[src/design/plwc_pkg.sv]
// Shared types, constants and saturation helpers for the weight calibration block.
// No dependencies; every other file of the block imports this package.
`default_nettype none

package plwc_pkg;

   // Field and datapath widths
   localparam int GRAM_W = 24;             // grams fields, signed
   localparam int DIFF_W = GRAM_W + 1;     // differences of two grams values
   localparam int NUM_W  = 2 * DIFF_W + 1; // signed numerator of the interpolation
   localparam int MAG_W  = NUM_W - 1;      // magnitude of that numerator

   localparam int POINTS_DEFAULT = 8;

   // Command codes of the request word
   localparam logic CMD_WRITE   = 1'b0;
   localparam logic CMD_CONVERT = 1'b1;

   typedef logic signed [GRAM_W-1:0] grams_type;
   typedef logic signed [DIFF_W-1:0] diff_type;
   typedef logic signed [NUM_W-1:0]  num_type;
   typedef logic        [MAG_W-1:0]  mag_type;

   localparam grams_type GRAMS_MAX     = grams_type'(24'h7FFFFF);
   localparam grams_type GRAMS_MIN     = grams_type'(24'h800000);
   localparam diff_type  DIFF_POS_LIM  = diff_type'(25'sd8388607);
   localparam diff_type  DIFF_NEG_LIM  = -diff_type'(25'sd8388608);
   localparam mag_type   MAG_POS_LIM   = mag_type'(8388607);
   localparam mag_type   MAG_NEG_LIM   = mag_type'(8388608);

   // Control of the serial multiplier
   typedef struct packed {
      logic start;  // load operands and begin
      logic clear;  // zero the accumulator at start
   } mul_ctl_type;

   // A corrected value with its clip flag
   typedef struct packed {
      grams_type value;
      logic      sat;
   } result_type;

   // Clip a 25-bit difference to the grams range
   function automatic result_type clip_diff(input diff_type d);
      result_type r;
      if (d > DIFF_POS_LIM) begin
         r.value = GRAMS_MAX;
         r.sat   = 1'b1;
      end else if (d < DIFF_NEG_LIM) begin
         r.value = GRAMS_MIN;
         r.sat   = 1'b1;
      end else begin
         r.value = grams_type'(d[GRAM_W-1:0]);
         r.sat   = 1'b0;
      end
      return r;
   endfunction

   // Clip a sign and magnitude quotient to the grams range
   function automatic result_type clip_mag(input mag_type mag, input logic neg);
      result_type r;
      if (neg) begin
         if (mag > MAG_NEG_LIM) begin
            r.value = GRAMS_MIN;
            r.sat   = 1'b1;
         end else begin
            r.value = grams_type'(~mag[GRAM_W-1:0] + 24'd1);
            r.sat   = 1'b0;
         end
      end else begin
         if (mag > MAG_POS_LIM) begin
            r.value = GRAMS_MAX;
            r.sat   = 1'b1;
         end else begin
            r.value = grams_type'(mag[GRAM_W-1:0]);
            r.sat   = 1'b0;
         end
      end
      return r;
   endfunction

endpackage

`default_nettype wire

[src/design/plwc_table.sv]
// Calibration point store: true and shown grams per entry, one write and one read port.
// Depends on plwc_pkg. Entries read as zero until written after reset.
`default_nettype none

module plwc_table #(
   parameter int POINTS = plwc_pkg::POINTS_DEFAULT
) (
   input  wire logic                        clock,
   input  wire logic                        reset,
   input  wire logic                        wr_en,
   input  wire logic [$clog2(POINTS)-1:0]   wr_index,
   input  wire plwc_pkg::grams_type         wr_true,
   input  wire plwc_pkg::grams_type         wr_shown,
   input  wire logic [$clog2(POINTS)-1:0]   rd_index,
   output plwc_pkg::grams_type              rd_true,
   output plwc_pkg::grams_type              rd_shown
);
   import plwc_pkg::*;

   logic [POINTS-1:0] valid_ff;
   grams_type         true_ff  [POINTS];
   grams_type         shown_ff [POINTS];

   // Mark entries written since reset
   always_ff @(posedge clock) begin
      if (reset) begin
         valid_ff <= '0;
      end else if (wr_en) begin
         valid_ff[wr_index] <= 1'b1;
      end
   end

   // Store point data
   always_ff @(posedge clock) begin
      if (wr_en) begin
         true_ff[wr_index]  <= wr_true;
         shown_ff[wr_index] <= wr_shown;
      end
   end

   // Unwritten entries read as zero
   assign rd_true  = valid_ff[rd_index] ? true_ff[rd_index]  : '0;
   assign rd_shown = valid_ff[rd_index] ? shown_ff[rd_index] : '0;

endmodule

`default_nettype wire

[src/design/plwc_mul.sv]
// Bit-serial signed multiply-accumulate: one multiplier bit per cycle.
// Depends on plwc_pkg. Two's complement multiplier, sign bit weighted negative.
`default_nettype none

module plwc_mul (
   input  wire logic                  clock,
   input  wire logic                  reset,
   input  wire plwc_pkg::mul_ctl_type ctl,
   input  wire plwc_pkg::diff_type    mcand,
   input  wire plwc_pkg::diff_type    mplier,
   output logic                       done,
   output plwc_pkg::num_type          acc
);
   import plwc_pkg::*;

   localparam int STEP_W = $clog2(DIFF_W);
   localparam logic [STEP_W-1:0] LAST_STEP = STEP_W'(DIFF_W - 1);

   logic              busy_ff;
   logic              done_ff;
   logic [STEP_W-1:0] step_ff;
   num_type           mcand_ff;
   diff_type          mplier_ff;
   num_type           acc_ff;
   num_type           term;

   // Partial product of this step; the top bit carries negative weight
   always_comb begin
      if (!mplier_ff[0]) begin
         term = '0;
      end else if (step_ff == LAST_STEP) begin
         term = -mcand_ff;
      end else begin
         term = mcand_ff;
      end
   end

   // Sequence the steps
   always_ff @(posedge clock) begin
      if (reset) begin
         busy_ff <= 1'b0;
         done_ff <= 1'b0;
         step_ff <= '0;
      end else begin
         done_ff <= 1'b0;
         if (ctl.start) begin
            busy_ff <= 1'b1;
            step_ff <= '0;
         end else if (busy_ff) begin
            if (step_ff == LAST_STEP) begin
               busy_ff <= 1'b0;
               done_ff <= 1'b1;
            end
            step_ff <= step_ff + 1'b1;
         end
      end
   end

   // Shift operands and accumulate
   always_ff @(posedge clock) begin
      if (ctl.start) begin
         mcand_ff  <= num_type'(mcand);
         mplier_ff <= mplier;
         if (ctl.clear) begin
            acc_ff <= '0;
         end
      end else if (busy_ff) begin
         mcand_ff  <= mcand_ff <<< 1;
         mplier_ff <= mplier_ff >>> 1;
         acc_ff    <= acc_ff + term;
      end
   end

   assign done = done_ff;
   assign acc  = acc_ff;

endmodule

`default_nettype wire

[src/design/plwc_div.sv]
// Restoring divider, one quotient bit per cycle, truncating toward zero.
// Depends on plwc_pkg. Returns quotient magnitude and sign separately.
`default_nettype none

module plwc_div (
   input  wire logic               clock,
   input  wire logic               reset,
   input  wire logic               start,
   input  wire plwc_pkg::num_type  dividend,
   input  wire plwc_pkg::diff_type divisor,
   output logic                    done,
   output plwc_pkg::mag_type       quo_mag,
   output logic                    quo_neg
);
   import plwc_pkg::*;

   localparam int STEP_W = $clog2(MAG_W);
   localparam logic [STEP_W-1:0] LAST_STEP = STEP_W'(MAG_W - 1);

   logic              busy_ff;
   logic              done_ff;
   logic [STEP_W-1:0] step_ff;
   logic              neg_ff;
   mag_type           quo_ff;
   logic [DIFF_W-1:0] den_ff;
   logic [DIFF_W-1:0] rem_ff;
   logic [DIFF_W:0]   trial;
   logic              fits;
   num_type           num_abs;
   diff_type          den_abs;

   // Magnitudes of the operands at start
   assign num_abs = dividend[NUM_W-1] ? -dividend : dividend;
   assign den_abs = divisor[DIFF_W-1] ? -divisor  : divisor;

   // Shift in the next dividend bit and try the subtract
   assign trial = {rem_ff, quo_ff[MAG_W-1]};
   assign fits  = trial >= {1'b0, den_ff};

   // Sequence the steps
   always_ff @(posedge clock) begin
      if (reset) begin
         busy_ff <= 1'b0;
         done_ff <= 1'b0;
         step_ff <= '0;
      end else begin
         done_ff <= 1'b0;
         if (start) begin
            busy_ff <= 1'b1;
            step_ff <= '0;
         end else if (busy_ff) begin
            if (step_ff == LAST_STEP) begin
               busy_ff <= 1'b0;
               done_ff <= 1'b1;
            end
            step_ff <= step_ff + 1'b1;
         end
      end
   end

   // Remainder and quotient shift registers
   always_ff @(posedge clock) begin
      if (start) begin
         neg_ff <= dividend[NUM_W-1] ^ divisor[DIFF_W-1];
         quo_ff <= num_abs[MAG_W-1:0];
         den_ff <= den_abs;
         rem_ff <= '0;
      end else if (busy_ff) begin
         if (fits) begin
            rem_ff <= DIFF_W'(trial - {1'b0, den_ff});
         end else begin
            rem_ff <= trial[DIFF_W-1:0];
         end
         quo_ff <= {quo_ff[MAG_W-2:0], fits};
      end
   end

   assign done    = done_ff;
   assign quo_mag = quo_ff;
   assign quo_neg = neg_ff;

endmodule

`default_nettype wire

[src/design/piecewise_linear_weight_calibration.sv]
// Piecewise-linear weight calibration. A write word (command 0) loads one calibration
// point and gives no response; a convert word (command 1) gives one response word with
// the corrected weight, a clip flag and a zero-width-segment fault flag. A convert scans
// the point store one entry per cycle, then runs two 25-step bit-serial multiplies and a
// 50-step restoring divide before the response. Pass-through cases (disabled, too few
// points, offset mode, fault) skip the arithmetic and respond after the scan. One word is
// processed at a time; a finished response waits in its own register while the next
// request is accepted. The enable register is written through the csr port.
// Depends on plwc_pkg, plwc_table, plwc_mul and plwc_div.
`default_nettype none

module piecewise_linear_weight_calibration #(
   parameter int POINTS = plwc_pkg::POINTS_DEFAULT
) (
   input  wire logic                 clock,
   input  wire logic                 reset,
   input  wire logic                 req_valid,
   output logic                      req_ready,
   input  wire logic                 req_command,
   input  wire logic [2:0]           req_point_index,
   input  wire plwc_pkg::grams_type  req_true_grams,
   input  wire plwc_pkg::grams_type  req_shown_grams,
   input  wire plwc_pkg::grams_type  req_reading_grams,
   output logic                      rsp_valid,
   input  wire logic                 rsp_ready,
   output plwc_pkg::grams_type       rsp_corrected_grams,
   output logic                      rsp_saturated,
   output logic                      rsp_fault,
   input  wire logic                 csr_valid,
   output logic                      csr_ready,
   input  wire logic                 csr_calibration_enable
);
   import plwc_pkg::*;

   localparam int IDX_W = $clog2(POINTS);
   localparam int CNT_W = $clog2(POINTS + 1);
   localparam logic [CNT_W-1:0] LAST_CNT = CNT_W'(POINTS - 1);

   localparam logic [2:0] ST_IDLE = 3'd0;
   localparam logic [2:0] ST_SCAN = 3'd1;
   localparam logic [2:0] ST_PREP = 3'd2;
   localparam logic [2:0] ST_MUL1 = 3'd3;
   localparam logic [2:0] ST_MUL2 = 3'd4;
   localparam logic [2:0] ST_DIV  = 3'd5;
   localparam logic [2:0] ST_OUT  = 3'd6;

   logic [2:0]       state_ff, state_in;
   logic [CNT_W-1:0] cnt_ff;
   logic             enable_ff;
   logic             req_acc;
   logic             rsp_load;

   // Scan results
   grams_type x_ff;
   grams_type prev_true_ff, prev_shown_ff;
   grams_type seg_a_true_ff, seg_a_shown_ff;
   grams_type seg_b_true_ff, seg_b_shown_ff;
   grams_type p0_shown_ff;
   logic      offset_ok_ff;
   logic      stop_ff;
   logic      found_ff;
   logic      have_seg_ff;

   // Arithmetic operands and result
   diff_type   w_comb, rise_comb, d_comb;
   diff_type   w_ff, rise_ff, d_ff;
   result_type res_ff, res_in, off_res, div_res;
   logic       res_fault_ff, res_fault_in;

   // Store ports
   logic      tbl_wr_en;
   grams_type rd_true, rd_shown;

   // Unit ports
   mul_ctl_type mul_ctl;
   diff_type    mul_a, mul_b;
   logic        mul_done;
   num_type     mul_acc;
   logic        div_start;
   logic        div_done;
   mag_type     div_mag;
   logic        div_neg;

   assign req_ready = (state_ff == ST_IDLE);
   assign req_acc   = req_valid && req_ready;
   assign csr_ready = 1'b1;
   assign tbl_wr_en = req_acc && (req_command == CMD_WRITE)
                      && (int'(req_point_index) < POINTS);
   assign rsp_load  = (state_ff == ST_OUT) && (!rsp_valid || rsp_ready);

   plwc_table #(.POINTS(POINTS)) u_table (
      .clock    (clock),
      .reset    (reset),
      .wr_en    (tbl_wr_en),
      .wr_index (IDX_W'(req_point_index)),
      .wr_true  (req_true_grams),
      .wr_shown (req_shown_grams),
      .rd_index (cnt_ff[IDX_W-1:0]),
      .rd_true  (rd_true),
      .rd_shown (rd_shown)
   );

   plwc_mul u_mul (
      .clock  (clock),
      .reset  (reset),
      .ctl    (mul_ctl),
      .mcand  (mul_a),
      .mplier (mul_b),
      .done   (mul_done),
      .acc    (mul_acc)
   );

   plwc_div u_div (
      .clock    (clock),
      .reset    (reset),
      .start    (div_start),
      .dividend (mul_acc),
      .divisor  (w_ff),
      .done     (div_done),
      .quo_mag  (div_mag),
      .quo_neg  (div_neg)
   );

   // Segment width, rise and offset of the reading from the segment start
   assign w_comb    = diff_type'(seg_b_shown_ff) - diff_type'(seg_a_shown_ff);
   assign rise_comb = diff_type'(seg_b_true_ff) - diff_type'(seg_a_true_ff);
   assign d_comb    = diff_type'(x_ff) - diff_type'(seg_a_shown_ff);
   assign off_res   = clip_diff(diff_type'(x_ff) - diff_type'(p0_shown_ff));
   assign div_res   = clip_mag(div_mag, div_neg);

   // Sequencer: next state, unit starts and result selection
   always_comb begin
      state_in      = state_ff;
      res_in        = res_ff;
      res_fault_in  = res_fault_ff;
      mul_ctl.start = 1'b0;
      mul_ctl.clear = 1'b0;
      mul_a         = diff_type'(seg_a_true_ff);
      mul_b         = w_comb;
      div_start     = 1'b0;
      unique case (state_ff)
         ST_IDLE: begin
            if (req_acc && (req_command == CMD_CONVERT)) begin
               state_in = ST_SCAN;
            end
         end
         ST_SCAN: begin
            if (cnt_ff == LAST_CNT) begin
               state_in = ST_PREP;
            end
         end
         ST_PREP: begin
            res_in.value = x_ff;
            res_in.sat   = 1'b0;
            res_fault_in = 1'b0;
            state_in     = ST_OUT;
            if (enable_ff) begin
               if (!have_seg_ff) begin
                  if (offset_ok_ff) begin
                     res_in = off_res;
                  end
               end else if (w_comb == '0) begin
                  res_fault_in = 1'b1;
               end else begin
                  mul_ctl.start = 1'b1;
                  mul_ctl.clear = 1'b1;
                  state_in      = ST_MUL1;
               end
            end
         end
         ST_MUL1: begin
            mul_a = d_ff;
            mul_b = rise_ff;
            if (mul_done) begin
               mul_ctl.start = 1'b1;
               state_in      = ST_MUL2;
            end
         end
         ST_MUL2: begin
            mul_a = d_ff;
            mul_b = rise_ff;
            if (mul_done) begin
               div_start = 1'b1;
               state_in  = ST_DIV;
            end
         end
         ST_DIV: begin
            if (div_done) begin
               res_in       = div_res;
               res_fault_in = 1'b0;
               state_in     = ST_OUT;
            end
         end
         ST_OUT: begin
            if (rsp_load) begin
               state_in = ST_IDLE;
            end
         end
         default: begin
            state_in = ST_IDLE;
         end
      endcase
   end

   // Control registers
   always_ff @(posedge clock) begin
      if (reset) begin
         state_ff  <= ST_IDLE;
         cnt_ff    <= '0;
         enable_ff <= 1'b0;
         rsp_valid <= 1'b0;
      end else begin
         state_ff <= state_in;
         if (csr_valid && csr_ready) begin
            enable_ff <= csr_calibration_enable;
         end
         if (state_ff == ST_IDLE) begin
            cnt_ff <= '0;
         end else if (state_ff == ST_SCAN && cnt_ff != LAST_CNT) begin
            cnt_ff <= cnt_ff + 1'b1;
         end
         if (rsp_load) begin
            rsp_valid <= 1'b1;
         end else if (rsp_ready) begin
            rsp_valid <= 1'b0;
         end
      end
   end

   // Scan the store: find the first segment holding the reading, else keep the last one
   always_ff @(posedge clock) begin
      if (req_acc) begin
         x_ff <= req_reading_grams;
      end
      if (state_ff == ST_SCAN) begin
         if (cnt_ff == '0) begin
            prev_true_ff  <= rd_true;
            prev_shown_ff <= rd_shown;
            p0_shown_ff   <= rd_shown;
            offset_ok_ff  <= (rd_true == '0) && (rd_shown != '0);
            stop_ff       <= 1'b0;
            found_ff      <= 1'b0;
            have_seg_ff   <= 1'b0;
         end else if (!stop_ff) begin
            if (rd_true == '0) begin
               stop_ff <= 1'b1;
            end else begin
               have_seg_ff <= 1'b1;
               if (!found_ff) begin
                  seg_a_true_ff  <= prev_true_ff;
                  seg_a_shown_ff <= prev_shown_ff;
                  seg_b_true_ff  <= rd_true;
                  seg_b_shown_ff <= rd_shown;
                  if (x_ff >= prev_shown_ff && x_ff <= rd_shown) begin
                     found_ff <= 1'b1;
                  end
               end
               prev_true_ff  <= rd_true;
               prev_shown_ff <= rd_shown;
            end
         end
      end
   end

   // Hold operands and the finished result
   always_ff @(posedge clock) begin
      if (state_ff == ST_PREP) begin
         w_ff    <= w_comb;
         rise_ff <= rise_comb;
         d_ff    <= d_comb;
      end
      res_ff       <= res_in;
      res_fault_ff <= res_fault_in;
      if (rsp_load) begin
         rsp_corrected_grams <= res_ff.value;
         rsp_saturated       <= res_ff.sat;
         rsp_fault           <= res_fault_ff;
      end
   end

endmodule

`default_nettype wire
[config.mk]
export PLATFORM = sky130hd
export DESIGN_NAME = piecewise_linear_weight_calibration
export DESIGN_NICKNAME = d
export VERILOG_FILES = /design/src/design/plwc_pkg.sv /design/src/design/plwc_table.sv /design/src/design/plwc_mul.sv /design/src/design/plwc_div.sv /design/src/design/piecewise_linear_weight_calibration.sv
export SDC_FILE = /design/constraint.sdc
export NUM_CORES = 2
export LEC_CHECK = 0
export ABC_AREA = 1
export BUFFER_PORTS_ARGS = -buffer_cell sky130_fd_sc_hd__buf_4
export CAP_MARGIN = 25
export CORE_MARGIN = 2
export CORE_UTILIZATION = 53
export CTS_CLUSTER_DIAMETER = 80
export DETAILED_ROUTE_END_ITERATION = 8
export HOLD_SLACK_MARGIN = 0.05
export PLACE_DENSITY = 0.68
export SYNTH_ARGS = -nofsm -noshare
export SYNTH_HDL_FRONTEND = slang
export SYNTH_SLANG_ARGS = --single-unit
[constraint.sdc]
create_clock -name clock -period 17.1 [get_ports clock]
set_input_delay 2.565 -clock clock [delete_from_list [all_inputs] [get_ports clock]]
set_output_delay 2.565 -clock clock [all_outputs]
set_load 0.1 [all_outputs]
==> metrics.md <==
| Metric | Value |
|---|---|
| Clock transition at the registers of the reported paths | 0.06 ns |
| Worst Path Arrival | 5.46 ns |
| Remaining global-route overflow | 0 |
| Status | finished, final reports clean |
| Main combinational cell family by area after synthesis | simple AND/OR/NAND/NOR gates |
| Minimum clock period | 5.05 ns |
| Slew Viols, Final | 0 |
| Final period util | 29.5% |
| #FFs+latches synth | 970 |
| Largest net degree at the start of global routing | 118 |
| Crit path buf inv count | 3 |
| CP max stage delay | 0.42 ns |
| P per Cell Area | 118 nW/um^2 |
| Worst-Margin Slew | 1.08 ns |
| GPL Wtd Cong | 0.988 |
| Syn avg cell area | 9.36 um^2 |
| Fillers | 8340 |
| Final setup fails | 0 |
| Switching portion of total power | 30.7% |
| Post-synthesis sequential area ratio | 55.1% |
| Leading cell type in the layout, fill and taps excluded | nand2_1 |
| Total of warnings raised by yosys | 0 |
| Main synth FF type | edfxtp_1 |
| Cell area after synthesis | 51800 um^2 |
| Compound-gate portion of the synthesized area | 12.0% |
| Fmax | 0.198 GHz |
| Hold WS | 0.414 ns |
| Crit Path Max Fanout | 7 |
| Vias in the first global route | 37624 |
| Slew headroom | 27.2% |
| Crit path kind | reg2reg |
| First-pass DRT Iterations | 5 |
| H-tree levels | 3 |
| Clock buffer depth | 3 |
| RSZ-0062 raised after global routing | false |
| Mapped Cells | 5532 |
| VDD IR-drop max | 0.0993 mV |
| DR vias | 39309 |
| Post-synth ARST share | 0% |
| CTS tree | yes |
| Die Y-Extent | 317 um |
| CP Capture Type | register |
| Drt initial violations | 3710 |
| Starting Density | 53.6% |
| Core Footprint | 96700 um^2 |
| Die area | 100000 um^2 |
| Post-Synth Simple-Gate Area | 17.7% |
| FP Rows | 114 |
| Cts repair resizes | 0 |
| Layout area overhead | 11.2% |
| Syn nets | 5849 |
| Final Hold Viols | 0 |
| Hold buffer count at cts | 0 |
| Most frequent cells in the layout | 1138 x nand2_1, 910 x edfxtp_1, 620 x inv_1, 612 x nor2_1, 529 x o21ai_0 |
| Internal | 4700 uW |
| CTS root buffer | clkbuf_16 |
| Sequential share of power | 44.3% |
| Post-DRT Antenna Nets | 0 |
| CP max stage cell | edfxtp_1 |
| Fin nets | 5946 |
| Max-Cap Viols | 0 |
| Total CTS buffers | 103 |
| Clock sinks | 970 |
| # IOs | 111 |
| DRC violations left | 0 |
| Worst EP required | 17.51 ns |
| Pleak | 0.0232 uW |
| Worst-skew pair later-pin latency | 0.72 ns |
| Final TNS setup | 0 ns |
| Post-DR vias/cell | 5.62 |
| Post-synthesis mux area share | 0.0193% |
| Post-CTS Repair Setup Buffers | 0 |
| Most used cell, CP | nand2_1 |
| Setup Skew | 0.0588 ns |
| Post-synth EDFFs | 910 |
| Routed len/inst | 19.8 um |
| Logic pwr share | 21.5% |
| Layout cell share with drive strength beyond 1 | 7.12% |
| Psw | 2090 uW |
| PortBufs | 109 |
| WL final | 139 mm |
| Initial antenna violation count | 2 |
| Top delay family on crit path | simple AND/OR/NAND/NOR gates |
| Post-DP HPWL | 99.4 mm |
| Die X | 317 um |
| Post-synthesis xor/xnor area fraction | 3.44% |
| Adder-Cell Fraction of Synth Area | 5.76% |
| Clock power share | 34.2% |
| All-Layer GR Usage | 27.6% |
| Worst setup SP type | register |
| First-pass GRT wire length | 213 mm |
| Worst min path class | reg2reg |
| Synth cell types | 60 |
| Share of the core filled with cells | 59.6% |
state kept, by name (all words and copies together) (netlist names), 5 cells and up, named ones only:
signal / cells
u_div.rem_ff: 25
u_mul.mplier_ff: 25
u_div.step_ff: 6
u_mul.step_ff: 5
u_table.shown_ff: 192
seg_b_shown_ff: 24
seg_b_true_ff: 24
u_mul.acc: 51
p0_shown_ff: 24
u_div.quo_mag: 50
w_ff: 25
d_ff: 25
res_ff: 25
u_table.valid_ff: 8
prev_shown_ff: 24
u_mul.mcand_ff: 51
u_div.den_ff: 25
rsp_corrected_grams: 24
prev_true_ff: 24
x_ff: 24
u_table.true_ff: 192
seg_a_true_ff: 24
seg_a_shown_ff: 24
rise_ff: 25
cell families after synthesis:
group	Yosys count
xor gates and xnor gates	202
and+or+nand+nor	2212
buffers and inverters	796
adders and majority gates	235
DFF	970
muxes	1
other	1
AOI/OAI and AO/OA	1115
worst paths after layout:
path	start	end	slack (ns)	cells past startpoint
worst max register to register	u_mul.mcand_ff[2]	u_mul.acc[46]	12.05	26
worst max-delay path	u_mul.mcand_ff[2]	u_mul.acc[46]	12.05	26
worst min-delay path	prev_true_ff[11]	seg_a_true_ff[11]	0.41	0
worst min register to register	prev_true_ff[11]	seg_a_true_ff[11]	0.41	0
Yosys cell counts, types with 60 or more instances:
cell type  count  share of area [%]
o22ai_1      100                1.2
edfxtp_1     910                 53
nand3_1      170                1.6
xor2_1       141                2.4
nand4_1       77               0.93
ha_1         229                5.5
nor2_1       626                4.5
dfxtp_1       60                2.3
o21ai_0      529                5.1
nor3_1        97               0.94
inv_1        623                4.5
nand2_1     1140                8.3
a21oi_1      291                2.8
clkbuf_1     124               0.90
layer usage:
metal | global-route usage, % | wire, um | part of all wire, %
met2 | 46.7 | 67100 | 48
met5 | 0 | 13 | 0.0094
met1 | 35.7 | 58000 | 42
met3 | 3.76 | 7390 | 5.3
met4 | 11.5 | 6180 | 4.5
power groups by stage:
stage	logic, uW	registers [uW]	clock network [uW]
CTS	1440	3010	2360
floorplan	998	3020	0
global placement	1420	3050	0
finish	1460	3010	2320
global route	1620	3020	2460
detailed placement	1430	3060	0
metrics by stage:
| step | cell area, um^2 | worst slack, ns | total power [uW] | std cells |
|---|---|---|---|---|
| 6_report | 57600 | 12.05 | 6790 | 6993 |
| 5_1_grt | 57600 | 11.41 | 7100 | 6993 |
| 4_1_cts | 57500 | 11.98 | 6810 | 6987 |
| 3_5_place_dp | 54000 | 11.89 | 4490 | 6795 |
| 3_3_place_gp | 53900 | 11.91 | 4470 | 6794 |
| 2_1_floorplan | 51800 | 8.11 | 4020 | 5532 |
layout make-up:
type	instances	area [um^2]	share of cell area (%)
sequential	970	28500	49.5
tap	1276	1600	2.77
antenna	1	2.50	0.00434
inverter	634	2380	4.14
timing repair buffer	154	1240	2.16
multi-input combinational	3766	20300	35.2
clock buffer	136	2860	4.96
clock inverter	56	693	1.20
Power figures use the tool's default switching activity.
